===== config.mk =====
export PLATFORM = sky130hd
export DESIGN_NAME = sba_divider
export DESIGN_NICKNAME = d
export VERILOG_FILES = /design/src/design/sba_pkg.sv /design/src/design/sba_divider.sv
export SDC_FILE = /design/constraint.sdc
export NUM_CORES = 1
export LEC_CHECK = 0
export BUFFER_PORTS_ARGS = -buffer_cell sky130_fd_sc_hd__buf_2
export CAP_MARGIN = 40
export CELL_PAD_IN_SITES_DETAIL_PLACEMENT = 1
export CELL_PAD_IN_SITES_GLOBAL_PLACEMENT = 1
export CORE_ASPECT_RATIO = 1.2
export CORE_MARGIN = 3
export CORE_UTILIZATION = 44
export DETAILED_ROUTE_END_ITERATION = 10
export PLACE_DENSITY_LB_ADDON = 0.2
export SLEW_MARGIN = 10
export SYNTH_ARGS = -nofsm -noshare
export SYNTH_HDL_FRONTEND = slang
export SYNTH_SLANG_ARGS = --single-unit

===== constraint.sdc =====
create_clock -name clk -period 2.7 [get_ports clk]
set_input_delay 0.405 -clock clk [delete_from_list [all_inputs] [get_ports clk]]
set_output_delay 0.405 -clock clk [all_outputs]
set_load 0.02 [all_outputs]

===== src/design/sba_pkg.sv =====
// ============================================================================
// sba_pkg: shared types and constants of the slab bitmap object allocator
// Holds the payload layouts of the request and response channels, the
// operation and status codes, and the configuration register indexes.
// ============================================================================
package sba_pkg;

    localparam int ADDR_W      = 18;   // pool byte address
    localparam int OBJ_BYTES_W = 12;   // object size register
    localparam int OPS_W       = 7;    // objects per slab register
    localparam int LIVE_W      = 13;   // live object counter
    localparam int CFG_IDX_W   = 1;
    localparam int CFG_DATA_W  = 12;

    // The slab in-use flags are kept in words of at most this many bits.
    localparam int IN_USE_WORD_W = 64;

    localparam logic [OBJ_BYTES_W-1:0] OBJ_BYTES_RESET = 12'd64;
    localparam logic [OPS_W-1:0]       OPS_RESET       = 7'd63;

    localparam logic [CFG_IDX_W-1:0] CFG_OBJECT_BYTES     = 1'd0;
    localparam logic [CFG_IDX_W-1:0] CFG_OBJECTS_PER_SLAB = 1'd1;

    typedef enum logic
    {
        KIND_ALLOC = 1'b0,
        KIND_FREE  = 1'b1
    } kind_t;

    typedef enum logic [1:0]
    {
        STATUS_OK       = 2'd0,
        STATUS_NO_SLAB  = 2'd1,
        STATUS_BAD_FREE = 2'd2
    } status_t;

    typedef struct packed
    {
        kind_t               kind;
        logic [ADDR_W-1:0]   obj_address;
    } sba_req_t;

    typedef struct packed
    {
        status_t             status;
        logic [ADDR_W-1:0]   result_address;
        logic                slab_released;
        logic [LIVE_W-1:0]   live_objects;
    } sba_rsp_t;

endpackage


===== src/design/sba_divider.sv =====
// ============================================================================
// sba_divider: restoring divider, one quotient bit per cycle
// Takes a start pulse with dividend and divisor, produces a done pulse
// once all DIVIDEND_W quotient bits are formed; the quotient holds until the next start.
// ============================================================================
module sba_divider
    import sba_pkg::*;
#(
    parameter int DIVIDEND_W = 12,
    parameter int DIVISOR_W  = 12
)
(
    input  logic                  clk,
    input  logic                  rst_n,
    input  logic                  start,
    input  logic [DIVIDEND_W-1:0] dividend,
    input  logic [DIVISOR_W-1:0]  divisor,
    output logic                  done,
    output logic [DIVIDEND_W-1:0] quotient
);

    localparam int CNT_W = $clog2(DIVIDEND_W + 1);

    logic                  busy_reg;
    logic                  done_reg;
    logic [CNT_W-1:0]      count_reg;
    logic [DIVIDEND_W-1:0] quo_reg;
    logic [DIVISOR_W-1:0]  rem_reg;
    logic [DIVISOR_W-1:0]  dsr_reg;

    logic [DIVISOR_W:0]    trial;
    logic                  fits;

    // The partial remainder stays below the divisor, so the trial value
    // with the next dividend bit shifted in needs one extra bit.
    assign trial = {rem_reg, quo_reg[DIVIDEND_W-1]};
    assign fits  = (trial >= {1'b0, dsr_reg});

    always_ff @(posedge clk or negedge rst_n)
    begin
        if (!rst_n)
        begin
            busy_reg  <= 1'b0;
            done_reg  <= 1'b0;
            count_reg <= '0;
        end
        else
        begin
            done_reg <= 1'b0;
            if (start)
            begin
                busy_reg  <= 1'b1;
                count_reg <= CNT_W'(DIVIDEND_W);
            end
            else if (busy_reg)
            begin
                count_reg <= count_reg - 1'b1;
                if (count_reg == CNT_W'(1))
                begin
                    busy_reg <= 1'b0;
                    done_reg <= 1'b1;
                end
            end
        end
    end

    always_ff @(posedge clk)
    begin
        if (start)
        begin
            quo_reg <= dividend;
            rem_reg <= '0;
            dsr_reg <= divisor;
        end
        else if (busy_reg)
        begin
            quo_reg <= {quo_reg[DIVIDEND_W-2:0], fits};
            if (fits)
            begin
                rem_reg <= DIVISOR_W'(trial - {1'b0, dsr_reg});
            end
            else
            begin
                rem_reg <= trial[DIVISOR_W-1:0];
            end
        end
    end

    assign done     = done_reg;
    assign quotient = quo_reg;

endmodule


==> results.txt, run 1 <==
The run finished with clean final reports. The clock-pin slew on the worst setup and hold paths came out at 0.08 ns. The time the final worst path needs with I/O delays and setup is 2.30 ns. Across all layers, the routed design uses 1708 vias.

The fraction of synthesized cell area taken by the top area cell type is 0.305. Buffers placed on the I/O ports in this run total 39. Entering global routing, the biggest net connects 30 pins.

The placed wire-length estimate after detailed placement is 3620 um. The wire length of the first global-routing pass is 8320 um. The async set or reset register ratio after synthesis is 0.143. The launching element type of the critical path is a flip-flop. The area of the mapped netlist is 2360 um^2.

The category of the most critical setup path is reg2reg. The worst register-to-register path has a depth of 9. The total number of placement rows is 28. The CTS buffer count came out at 5. The post-detailed-route via-to-cell ratio is 5.39.

The maximum resistive drop on vdd is 0.440 mV. By area the synthesized netlist is led by sky130_fd_sc_hd__edfxtp_1 31%, sky130_fd_sc_hd__dfxtp_1 10%, sky130_fd_sc_hd__ha_1 7.4%. Measured along the y axis, the die boundary spans 86.3 um.

The final number of hold-violating endpoints came out at 0. After the first detailed-routing iteration, the DRC count stood at 65. On the critical path, the stage with the largest delay is an instance of sky130_fd_sc_hd__or3_1. The transition time at the pin with the least slew margin came out at 0.537 ns. The worst hold path stage count is 1. In this design, the largest share of critical-path delay is due to compound AO/OA/AOI/OAI gates. The average footprint of a synthesized cell came out at 11.0 um^2. The most frequent cell after synthesis is sky130_fd_sc_hd__edfxtp_1. Of the total synthesized cell area, the portion taken by full adders, half adders and majority gates is 0.0826. For this run, the slowest stage of the critical path takes 0.37 ns. The post-synth net total came out at 256. The required time reported for the critical path endpoint is 2.91 ns.

The cell area after placement is 2610 um^2. The initial cell density of the core came out at 0.468. The register-to-register setup slack came out at 0.40 ns.

After synthesis, the largest family of logic cells by area is compound AO/OA/AOI/OAI gates. The power per cell area is 926 nW/um^2. The total number of nets in the final design is 298. In this run the worst path has a maximum fanout of 9. The relative slew slack is 0.642. The final-layout fill cell count came out at 579. The count of instances resized after the clock tree is built came out at 0.

Dividing the final minimum period by the clock period gives 0.853. The via count of the first global-routing pass is 1807. The number of antenna violations at the first check in global routing is 0. TritonCTS built the clock tree. The H-tree depth is 2. Counting buffers and inverters, the worst setup path is 9 cells deep. Of the total synthesized cell area, the portion taken by AND, OR, NAND and NOR gates is 0.131. The width of the chip came out at 72.9 um. The aggregate global routing overflow came out at 0. The count of final max-slew check failures came out at 0. 0 antenna diodes ended up in the layout. The area of all placed cells without fillers is 2710 um^2. For this run, design rule violations remaining after detail routing come to 0. The first-pass iteration count of the detailed router came out at 4.

Setup violations remaining at the end of the flow were counted as 0. The Yosys step of the flow raised 0 warnings. The flip-flop and latch count after synthesis is 42. The cell sitting at the root of the clock tree is a sky130_fd_sc_hd__clkbuf_8.

The multi-input combinational cell area is 1130 um^2. The min-delay analysis places its worst path in the category in2reg. The compound-cell area share of the yosys netlist is 0.142. The area growth from synthesis to layout came out at 14.7%. The leakage power of the design came out at 0.00120 uW. The worst path arrival time came out at 2.51 ns. No sink is reached through more buffers than the 2 on the longest clock path.

The sequential share of the synthesized area came out at 0.470. The setup slack at placement is 0.386 ns. Derived from the worst setup path, the maximum achievable clock frequency is 434 MHz. The clock reaches the later pin of the worst-skew pair after 0.30 ns. The proportion of synthesized area in mux cells is 0.0863. The die covers 6290 um^2. The xor and xnor area share after synthesis is 0.0371. For this block, the routed nets add up to 4750 um of wire. The library cell with the largest summed area after synthesis is sky130_fd_sc_hd__edfxtp_1.

The most used flip-flop cell after synthesis is sky130_fd_sc_hd__edfxtp_1. The max-capacitance violation count came out at 0. The core box area is 5040 um^2. The post-synthesis cell type count came out at 51. The I/O pin count came out at 40.

The setup TNS after final layout is 0 ns. Once layout is complete, the utilization of the core stands at 0.537. The final worst-path setup slack is 0.398 ns. The count of flip-flops with a built-in enable after synthesis is 24. The gate count of the mapped netlist came out at 214.

The antenna violation net count after detailed routing is 0. The number of buffer and inverter stages on the critical path is 2. Counting instances in the post-synthesis netlist gives the leading cell types as 24 x sky130_fd_sc_hd__edfxtp_1, 20 x sky130_fd_sc_hd__nor2_1, 18 x sky130_fd_sc_hd__inv_1. The critical path goes through inv_1 -> ha_1 -> a21oi_1 -> o21ai_1 -> a41oi_1 -> o31a_1 -> buf_4 -> or3_1 -> a311oi_1. Routability-driven placement finished with a final weighted congestion of 0.774. The register area is 1110 um^2.

Setup repair after global routing left no endpoint under its margin. The setup skew after layout is 0.00432 ns. For this run, the total global-route usage over all layers was measured as 0.168.

The average detailed-routed wire length per instance is 15.0 um. The share of final-layout standard cells stronger than drive strength 1 is 0.268. The total clock sinks is 42. STA classifies the critical path endpoint as a flip-flop.
routing by layer:
layer  track usage  routed length (um)
met1         0.212                2160
met3        0.0394                 155
met4        0.0403                  41
met5             0                   0
met2         0.288                2390
cell families (layout without fill, tap and decap cells):
| group | Yosys count | after routing |
|---|---|---|
| compound gates | 44 | 44 |
| xor+xnor | 10 | 10 |
| fa+ha+maj | 15 | 15 |
| buf+inv | 27 | 70 |
| flops | 42 | 42 |
| mux | 19 | 19 |
| simple gates | 57 | 57 |
where the power goes:
part	total [uW]	internal (uW)	switching, uW
combinational	1180	554	624
sequential	920	822	98.5
clock	410	182	229
total	2510	1560	951
cell type report:
class	instances	share of cell area
clock inverter	3	0.00785
clock buffer	5	0.0254
tap	60	0.0277
multi-input combinational	145	0.417
sequential	42	0.410
timing repair buffer	44	0.0868
inverter	18	0.0249
stage by stage:
stage	total power [uW]	instances	hold WS, ns
after global routing	2720	317	0.266
after floorplan	1890	214	0.109
after global placement	2090	308	0.236
after CTS	2540	317	0.268
after detailed placement	2120	308	0.237
final	2510	317	0.276
path summary, 6_finish.rpt:
path                                         startpoint                        to
worst max-delay path               dsr_reg[6]$_DFFE_PP_   rem_reg[2]$_SDFFE_PP0P_
worst max register to register     dsr_reg[6]$_DFFE_PP_   rem_reg[2]$_SDFFE_PP0P_
worst min-delay path                         divisor[3]      dsr_reg[3]$_DFFE_PP_
worst min register to register  rem_reg[4]$_SDFFE_PP0P_   rem_reg[4]$_SDFFE_PP0P_
min in group asynchronous                         rst_n  count_reg[3]$_DFFE_PN0P_
max in group asynchronous                         rst_n  count_reg[2]$_DFFE_PN0P_
cell usage in the layout, fill, tap and decap left out, types with 2 or more instances in the layout:
| master | count |
|---|---|
| sky130_fd_sc_hd__o211ai_1 | 2 |
| sky130_fd_sc_hd__xor2_1 | 3 |
| sky130_fd_sc_hd__o31ai_1 | 2 |
| sky130_fd_sc_hd__inv_1 | 18 |
| sky130_fd_sc_hd__edfxtp_1 | 24 |
| sky130_fd_sc_hd__dfxtp_1 | 12 |
| sky130_fd_sc_hd__buf_2 | 39 |
| sky130_fd_sc_hd__o21ai_0 | 2 |
| sky130_fd_sc_hd__mux2_2 | 11 |
| sky130_fd_sc_hd__nor2_1 | 20 |
| sky130_fd_sc_hd__o21a_1 | 3 |
| sky130_fd_sc_hd__a311oi_1 | 2 |
| sky130_fd_sc_hd__mux2i_1 | 8 |
| sky130_fd_sc_hd__nand4b_1 | 3 |
| sky130_fd_sc_hd__buf_4 | 4 |
| sky130_fd_sc_hd__nand2b_1 | 10 |
| sky130_fd_sc_hd__xnor2_1 | 7 |
| sky130_fd_sc_hd__nand2_1 | 7 |
| sky130_fd_sc_hd__ha_1 | 14 |
| sky130_fd_sc_hd__nor2b_1 | 3 |
| sky130_fd_sc_hd__clkbuf_8 | 5 |
| sky130_fd_sc_hd__a21oi_1 | 7 |
| sky130_fd_sc_hd__dfrtp_1 | 6 |
| sky130_fd_sc_hd__a21o_1 | 4 |
| sky130_fd_sc_hd__or2_2 | 3 |
| sky130_fd_sc_hd__o221ai_1 | 2 |
| sky130_fd_sc_hd__a211oi_1 | 7 |
| sky130_fd_sc_hd__o2111ai_1 | 2 |
timing repair:
action | 4_1_cts | 5_1_grt
buffers inserted | 0 | 0
hold buffers | 1 | 0
hold endpoints to repair | 6 | 0
Power figures use the tool's default switching activity.
==> inputs of run 2 (changes only) <==
--- a/config.mk
+++ b/config.mk
@@ -13,7 +13,7 @@
 export CORE_MARGIN = 3
 export CORE_UTILIZATION = 44
 export DETAILED_ROUTE_END_ITERATION = 10
-export PLACE_DENSITY_LB_ADDON = 0.2
+export PLACE_DENSITY = 0.83
 export SLEW_MARGIN = 10
 export SYNTH_ARGS = -nofsm -noshare
 export SYNTH_HDL_FRONTEND = slang
==> run 2 against run 1 <==
First-iteration DRC count decreased by 29%. Count of clock-buffer cells in the layout increased by 1. Non-clock buffer count unchanged. Total power increased by 1.7%. Design area decreased by 0.14%. Register-to-register slack got worse by 0.08 ns. Sequential share of layout area increased by 0.057 points. Global-route usage increased by 0.88 points. Fmax decreased by 3.3%. Die area unchanged. Hold slack improved by 0.0012 ns. Sequential power about the same.
==> results.txt, run 2 (same netlist as run 1, synthesis figures left out) <==
Setup repair after global routing left no endpoint under its margin. The multi-input combinational cell area came out at 1130 um^2. The CTS buffer count came out at 5. The switching power summed over all nets came out at 990 uW.

The leakage power of the design came out at 0.00120 uW. The initial cell density of the core is 0.468. The tightest min-delay check is of the in2reg type. The setup TNS after final layout is 0 ns. The maximum number of pins on one net before global-route repair came out at 31.

The worst pin sits at a relative slew slack of 0.608. The worst setup path is captured at a flip-flop. The switching portion of total power came out at 0.388.

The portion of total power attributed to combinational logic came out at 0.476. The total number of vias came out at 1749. The power per cell area is 942 nW/um^2.

The library cell contributing the largest single delay on the critical path is sky130_fd_sc_hd__ha_1. The final-layout fill cell count is 600. The clock root buffer is sky130_fd_sc_hd__clkbuf_8.

The routed length on met2 is 2640 um. For this block, the initial DRC count from the detailed router was 46. The highest metal layer carrying signal wires in the routed design is met4. Counting along the longest clock path gives a buffer depth of 2. Routability-driven placement finished with a final weighted congestion of 0.773. The final number of hold-violating endpoints came out at 0. The number of antenna diodes in the final layout is 0. The worst setup path is launched from a flip-flop. After detailed routing, the wire length on met1 is 2270 um. Setup slack on the worst reg-to-reg path comes out at 0.32 ns. The register area is 1110 um^2. The I/O pin count is 40. The worst setup path is of the reg2reg kind.

The utilization after layout is 0.536. The die outline area is 6290 um^2. The max-capacitance violation count is 0. The H-tree depth came out at 2. The final worst hold slack came out at 0.277 ns. The post-detailed-route via-to-cell ratio came out at 5.52.

The number of antenna violations at the first check in global routing is 0. Dividing the detail-routed wire length by the instance count gives 16.3 um. The largest fanout on the critical path is 11. The aggregate global routing overflow is 0.

The clock reaches the later pin of the worst-skew pair after 0.30 ns. TritonCTS built the clock tree. The die height is 86.3 um. After layout, the worst setup slack is 0.320 ns.

Dividing the final minimum period by the clock period gives 0.881. The DRC violation count after routing came out at 0. Wire segments on met3 add up to 160 um in the final route. STA puts the critical path data arrival time at 2.57 ns. The floorplan has 28 rows. Setup violations remaining at the end of the flow were counted as 0. The total global-route track usage is 0.177. The run finished with clean final reports. After floorplanning, the core was sized to cover 5040 um^2. Timing analysis after detailed placement gives a worst setup slack of 0.353 ns. The number of standard cells in the layout, taps in and fillers out is 317.

At the worst endpoint, the required time is 2.89 ns. The critical path goes through inv_1 -> ha_1 -> nand2_2 -> nor2_4 -> o21ai_0 -> o31a_1 -> buf_4 -> or3_1 -> a311oi_1. The placed wire-length estimate after detailed placement came out at 3720 um. The share of final-layout standard cells stronger than drive strength 1 came out at 0.265. Counting every sink on the clock net gives 42.

The clock-pin slew on the worst setup and hold paths came out at 0.08 ns. The wire length of the first global-routing pass came out at 8670 um. For the final database, setup skew stands at 0.00626 ns. The number of input and output port buffers inserted came out at 39. The number of placed instances with taps included came out at 308. The library cells used most frequently in the layout, excluding fill and tap cells, are 39 x sky130_fd_sc_hd__buf_2, 24 x sky130_fd_sc_hd__edfxtp_1, 20 x sky130_fd_sc_hd__nor2_1. After layout, the minimum clock period comes to 2.38 ns. The worst stage delay on the critical path came out at 0.38 ns. At the pin with the least slew margin, the transition time is 0.588 ns. The internal portion of the total power is 1560 uW. The share of total power dissipated in the clock network is 0.162. Based on the critical path, the design can be clocked at up to 420 MHz.

Relative to the synthesized area, the layout overhead comes to 14.6%. The width of the chip is 72.9 um. The count of instances resized after the clock tree is built is 0.

The library cell used most frequently in the layout, excluding fill and tap cells, is sky130_fd_sc_hd__buf_2. The count of final max-slew check failures is 0. The sequential power share came out at 0.362. The via count of the first global-routing pass is 1866.

For this run, the detailed router's first-pass iteration total came to 4. The maximum resistive drop on vdd came out at 0.415 mV. The detail route stage leaves a number of antenna-violating nets equal to 0.

The wire length reported by the detailed router came out at 5170 um. The total number of nets in the final design came out at 298.
## run 2: cell count changes in the layout (fill, tap and decap cells not counted)
cell | before | now
sky130_fd_sc_hd__clkinvlp_4 | 1 | 0
sky130_fd_sc_hd__clkbuf_1 | 0 | 1
## run 2: area by class of cell
cell class | instances | share of cell area
multi-input combinational | 145 | 0.418
sequential | 42 | 0.411
timing repair buffer | 44 | 0.0869
tap | 60 | 0.0277
clock buffer | 6 | 0.0268
inverter | 18 | 0.0250
clock inverter | 2 | 0.00509
## run 2: repair_timing
item,4_1_cts,5_1_grt
buffers inserted,0,0
hold endpoints to repair,6,0
hold buffers,1,0
## run 2: power groups by stage
stage / combinational [uW] / clock [uW] / sequential [uW]
2_1_floorplan: 944 / 0 / 943
5_1_grt: 1340 / 448 / 940
6_report: 1210 / 414 / 922
3_5_place_dp: 1190 / 0 / 937
3_3_place_gp: 1150 / 0 / 933
4_1_cts: 1220 / 426 / 924
## run 2: critical path, delay by kind of cell, from the launching register on
family,cells,cell delay [ns]
and+or+nand+nor,3,0.61
AOI/OAI and AO/OA,3,0.71
adders and majority gates,1,0.38
DFF,1,0.33
buffers and inverters,2,0.23
## run 2: stage by stage
step           instance area [um^2]  total power, uW
2_1_floorplan                  2360             1890
3_3_place_gp                   2610             2080
3_5_place_dp                   2610             2130
4_1_cts                        2710             2570
5_1_grt                        2710             2730
6_report                       2710             2550
## run 2: layer usage
| layer | vias up | track usage |
|---|---|---|
| met5 | - | 0 |
| met4 | 0 | 0.0671 |
| met3 | 9 | 0.0336 |
| met2 | 28 | 0.304 |
| met1 | 851 | 0.217 |
| li1 | 861 | - |
## run 2: final timing paths
path / cells after the start / end / from
setup / recovery: 9 / rem_reg[2]$_SDFFE_PP0P_ / dsr_reg[5]$_DFFE_PP_
hold / removal: 1 / dsr_reg[0]$_DFFE_PP_ / divisor[0]
setup reg to reg: 9 / rem_reg[2]$_SDFFE_PP0P_ / dsr_reg[5]$_DFFE_PP_
hold reg to reg: 2 / rem_reg[6]$_SDFFE_PP0P_ / rem_reg[6]$_SDFFE_PP0P_
max in group asynchronous: 2 / busy_reg$_DFF_PN0_ / rst_n
min in group asynchronous: 2 / count_reg[0]$_DFFE_PN0P_ / rst_n
==> inputs of run 3 (changes only) <==
--- a/config.mk
+++ b/config.mk
@@ -7,13 +7,11 @@
 export LEC_CHECK = 0
 export BUFFER_PORTS_ARGS = -buffer_cell sky130_fd_sc_hd__buf_2
 export CAP_MARGIN = 40
-export CELL_PAD_IN_SITES_DETAIL_PLACEMENT = 1
-export CELL_PAD_IN_SITES_GLOBAL_PLACEMENT = 1
 export CORE_ASPECT_RATIO = 1.2
 export CORE_MARGIN = 3
-export CORE_UTILIZATION = 44
+export CORE_UTILIZATION = 55
 export DETAILED_ROUTE_END_ITERATION = 10
-export PLACE_DENSITY = 0.83
+export PLACE_DENSITY = 0.82
 export SLEW_MARGIN = 10
 export SYNTH_ARGS = -nofsm -noshare
 export SYNTH_HDL_FRONTEND = slang
==> run 3 against run 2 <==
Total power increased by 6.6%. Critical path type unchanged. Via count decreased by 2.1%. Critical endpoint is now rem_reg[7]$_SDFFE_PP0P_. Fmax decreased by 2.8%. Design area increased by 2.5%. Global-route usage increased by 0.82 points. Non-clock buffer count decreased by 1. Core utilization increased by 15 points. Largest power group unchanged. Combinational power about the same. Sequential power about the same.
==> results.txt, run 3 (same netlist as run 1, synthesis figures left out) <==
The run finished with clean final reports. Between clock sinks in the finished design, the worst skew comes to 0.0101 ns. The number of violations reported at the end of detailed-routing iteration 0 came out at 73. The core box area came out at 4040 um^2. The clock latency on the worst-skew pair came out at 0.30 ns. The library cells used most frequently in the layout, excluding fill and tap cells, are 39 x sky130_fd_sc_hd__buf_2, 24 x sky130_fd_sc_hd__edfxtp_1, 20 x sky130_fd_sc_hd__nor2_1. Clock-pin slew was measured on the worst setup and hold paths at 0.08 ns. For met3 alone, demand over resource in global routing was 0.0304. The final worst hold slack is 0.273 ns. The required time reported for the critical path endpoint is 2.85 ns. The critical path launch point is dsr_reg[10]$_DFFE_PP_. The worst path arrival time came out at 2.60 ns.

The largest fanout on the critical path came out at 11. The count of final max-slew check failures is 0. The total number of placement rows came out at 25.

The worst setup path is captured at a flip-flop. The final-layout fill cell count came out at 297. The tree is rooted in a sky130_fd_sc_hd__clkbuf_8.

Once detail routing completed, the nets flagged for antenna violations numbered 0. The total global-route track usage is 0.185. The max-capacitance violation count is 0.

The number of antenna violations at the first check in global routing was 0. The transition time at the pin with the least slew margin came out at 0.746 ns. For this design, the sink count on the clock tree is 42. By startpoint and endpoint, the worst setup path is classified as reg2reg. The capture instance of the worst register-to-register path is rem_reg[7]$_SDFFE_PP0P_.

The depth of the worst register-to-register path came out at 9. The maximum clock frequency came out at 408 MHz. The routed layout has 1712 vias. The I/O pin count came out at 40.

The internal power of the cells totals 1770 uW. In this run the horizontal extent of the chip is 65.8 um. STA classifies the critical path startpoint as a flip-flop. The final number of hold-violating endpoints came out at 0. The share of final-layout standard cells stronger than drive strength 1 came out at 0.266. The met2 demand-to-capacity share in global routing came out at 0.307. The first TritonRoute pass finished after 5 iterations.

In the routed layout, each cell is associated on average with a via count of 5.52. The number of setup buffers added after CTS is 0. Of the total power, registers draw 0.339. Routability-driven placement finished with a final weighted congestion of 0.825. The wire length of the first global-routing pass is 7310 um. The critical path ends at rem_reg[7]$_SDFFE_PP0P_. The number of input and output port buffers inserted is 39. The aggregate global routing overflow came out at 0. The switching power summed over all nets is 951 uW.

The DRC violation count after routing came out at 0. The relative slew slack came out at 0.502. The via count of the first global-routing pass came to 1627. The wire length reported by the detailed router came out at 4410 um. The power per cell area is 980 nW/um^2. Of the total power, the clock network draws 0.219. In this run the most used layer during global routing was met2. The number of antenna diodes in the final layout is 0. The library cell used most frequently in the layout, excluding fill and tap cells, is sky130_fd_sc_hd__buf_2.

The leakage power of the design came out at 0.00123 uW. The H-tree depth is 2. The portion of total power attributed to combinational logic is 0.442. The number of failing setup endpoints in the final timing report is 0. The time the final worst path needs with I/O delays and setup is 2.45 ns. The setup TNS after final layout is 0 ns. Buffers inserted during clock tree synthesis total 5. The initial utilization of the core area, before any placement, comes to 0.585. The switching portion of total power is 0.350. The area growth from synthesis to layout is 17.5%. Setup repair after global routing left no endpoint under its margin. The post-route fraction of the period consumed by the critical path came out at 0.907.

The die height is 77.8 um. The die outline area is 5120 um^2. The placed wire-length estimate after detailed placement came out at 3120 um. The number of buffers on the longest clock path is 2. TritonCTS built the clock tree. Entering global routing, the biggest net connects 26 pins. The tightest min-delay check is of the in2reg type. The worst register-to-register path has a setup slack of 0.25 ns. The total number of nets in the final design is 297. The average detailed-routed wire length per instance came out at 14.2 um.

The met1 global-route usage came out at 0.229. In this run the critical register-to-register path is launched from dsr_reg[10]$_DFFE_PP_. The worst-case IR drop observed on VDD is 0.517 mV. The count of instances resized after the clock tree is built is 0.
[run 3: changes by cell type in the layout (fill, tap and decap cells not counted), sizes merged]
cell    delta
buf        -1
clkbuf     -1
bufinv     +2
clkinv     -1
[run 3: area by class of cell]
cell class / instances / area, um^2 / share of cell area
well taps: 54 / 67.6 / 0.0243
repair buffers: 43 / 260 / 0.0938
clock inverters: 3 / 68.8 / 0.0248
multi-input cells: 145 / 1130 / 0.408
inverters: 18 / 67.6 / 0.0243
clock buffers: 5 / 68.8 / 0.0248
flip-flops and latches: 42 / 1110 / 0.400
[run 3: worst max-delay path: stages (launching register included)]
cell	delay [ns]
sky130_fd_sc_hd__edfxtp_1	0.33
sky130_fd_sc_hd__inv_1	0.04
sky130_fd_sc_hd__ha_1	0.34
sky130_fd_sc_hd__a21o_1	0.21
sky130_fd_sc_hd__a211o_1	0.30
sky130_fd_sc_hd__a41oi_1	0.17
sky130_fd_sc_hd__o31a_1	0.41
sky130_fd_sc_hd__buf_12	0.19
sky130_fd_sc_hd__mux2i_1	0.21
sky130_fd_sc_hd__a211oi_1	0.10
[run 3: stage by stage]
stage	cell area (um^2)	instances	util	total power [uW]	setup WS, ns
after floorplan	2360	214	-	1890	0.560
after global placement	2600	300	0.644	2080	0.381
after detailed placement	2630	301	0.651	2120	0.250
after CTS	2780	310	0.688	2730	0.237
after global routing	2780	310	0.688	2900	0.105
final	2780	310	0.688	2720	0.252
[run 3: worst min path at each step]
stage,startpoint,to,slack [ns],cells after the start
floorplan,rst_n,busy_reg$_DFF_PN0_,0.11,0
global placement,rst_n,done$_DFF_PN0_,0.23,1
detailed placement,rst_n,done$_DFF_PN0_,0.23,1
CTS,divisor[11],dsr_reg[11]$_DFFE_PP_,0.27,1
global route,divisor[5],dsr_reg[5]$_DFFE_PP_,0.27,1
finish,divisor[7],dsr_reg[7]$_DFFE_PP_,0.27,1
[run 3: layer usage]
layer,part of all wire,up-vias,wire (um)
li1,-,861,-
met1,0.43,802,1880
met2,0.51,38,2260
met3,0.038,11,168
met4,0.022,0,97
met5,0,-,0
[run 3: what timing repair did]
action                     in CTS  in global routing
hold endpoints to repair        6                  0
hold buffers                    1                  0
setup endpoints to repair       0                  0
[run 3: power by group through the flow]
| stage | Clock (uW) | Sequential [uW] | Combinational (uW) |
|---|---|---|---|
| after detailed placement | 0 | 931 | 1190 |
| after floorplan | 0 | 943 | 944 |
| after CTS | 602 | 919 | 1200 |
| after global placement | 0 | 927 | 1150 |
| final | 594 | 922 | 1200 |
| after global routing | 629 | 939 | 1330 |
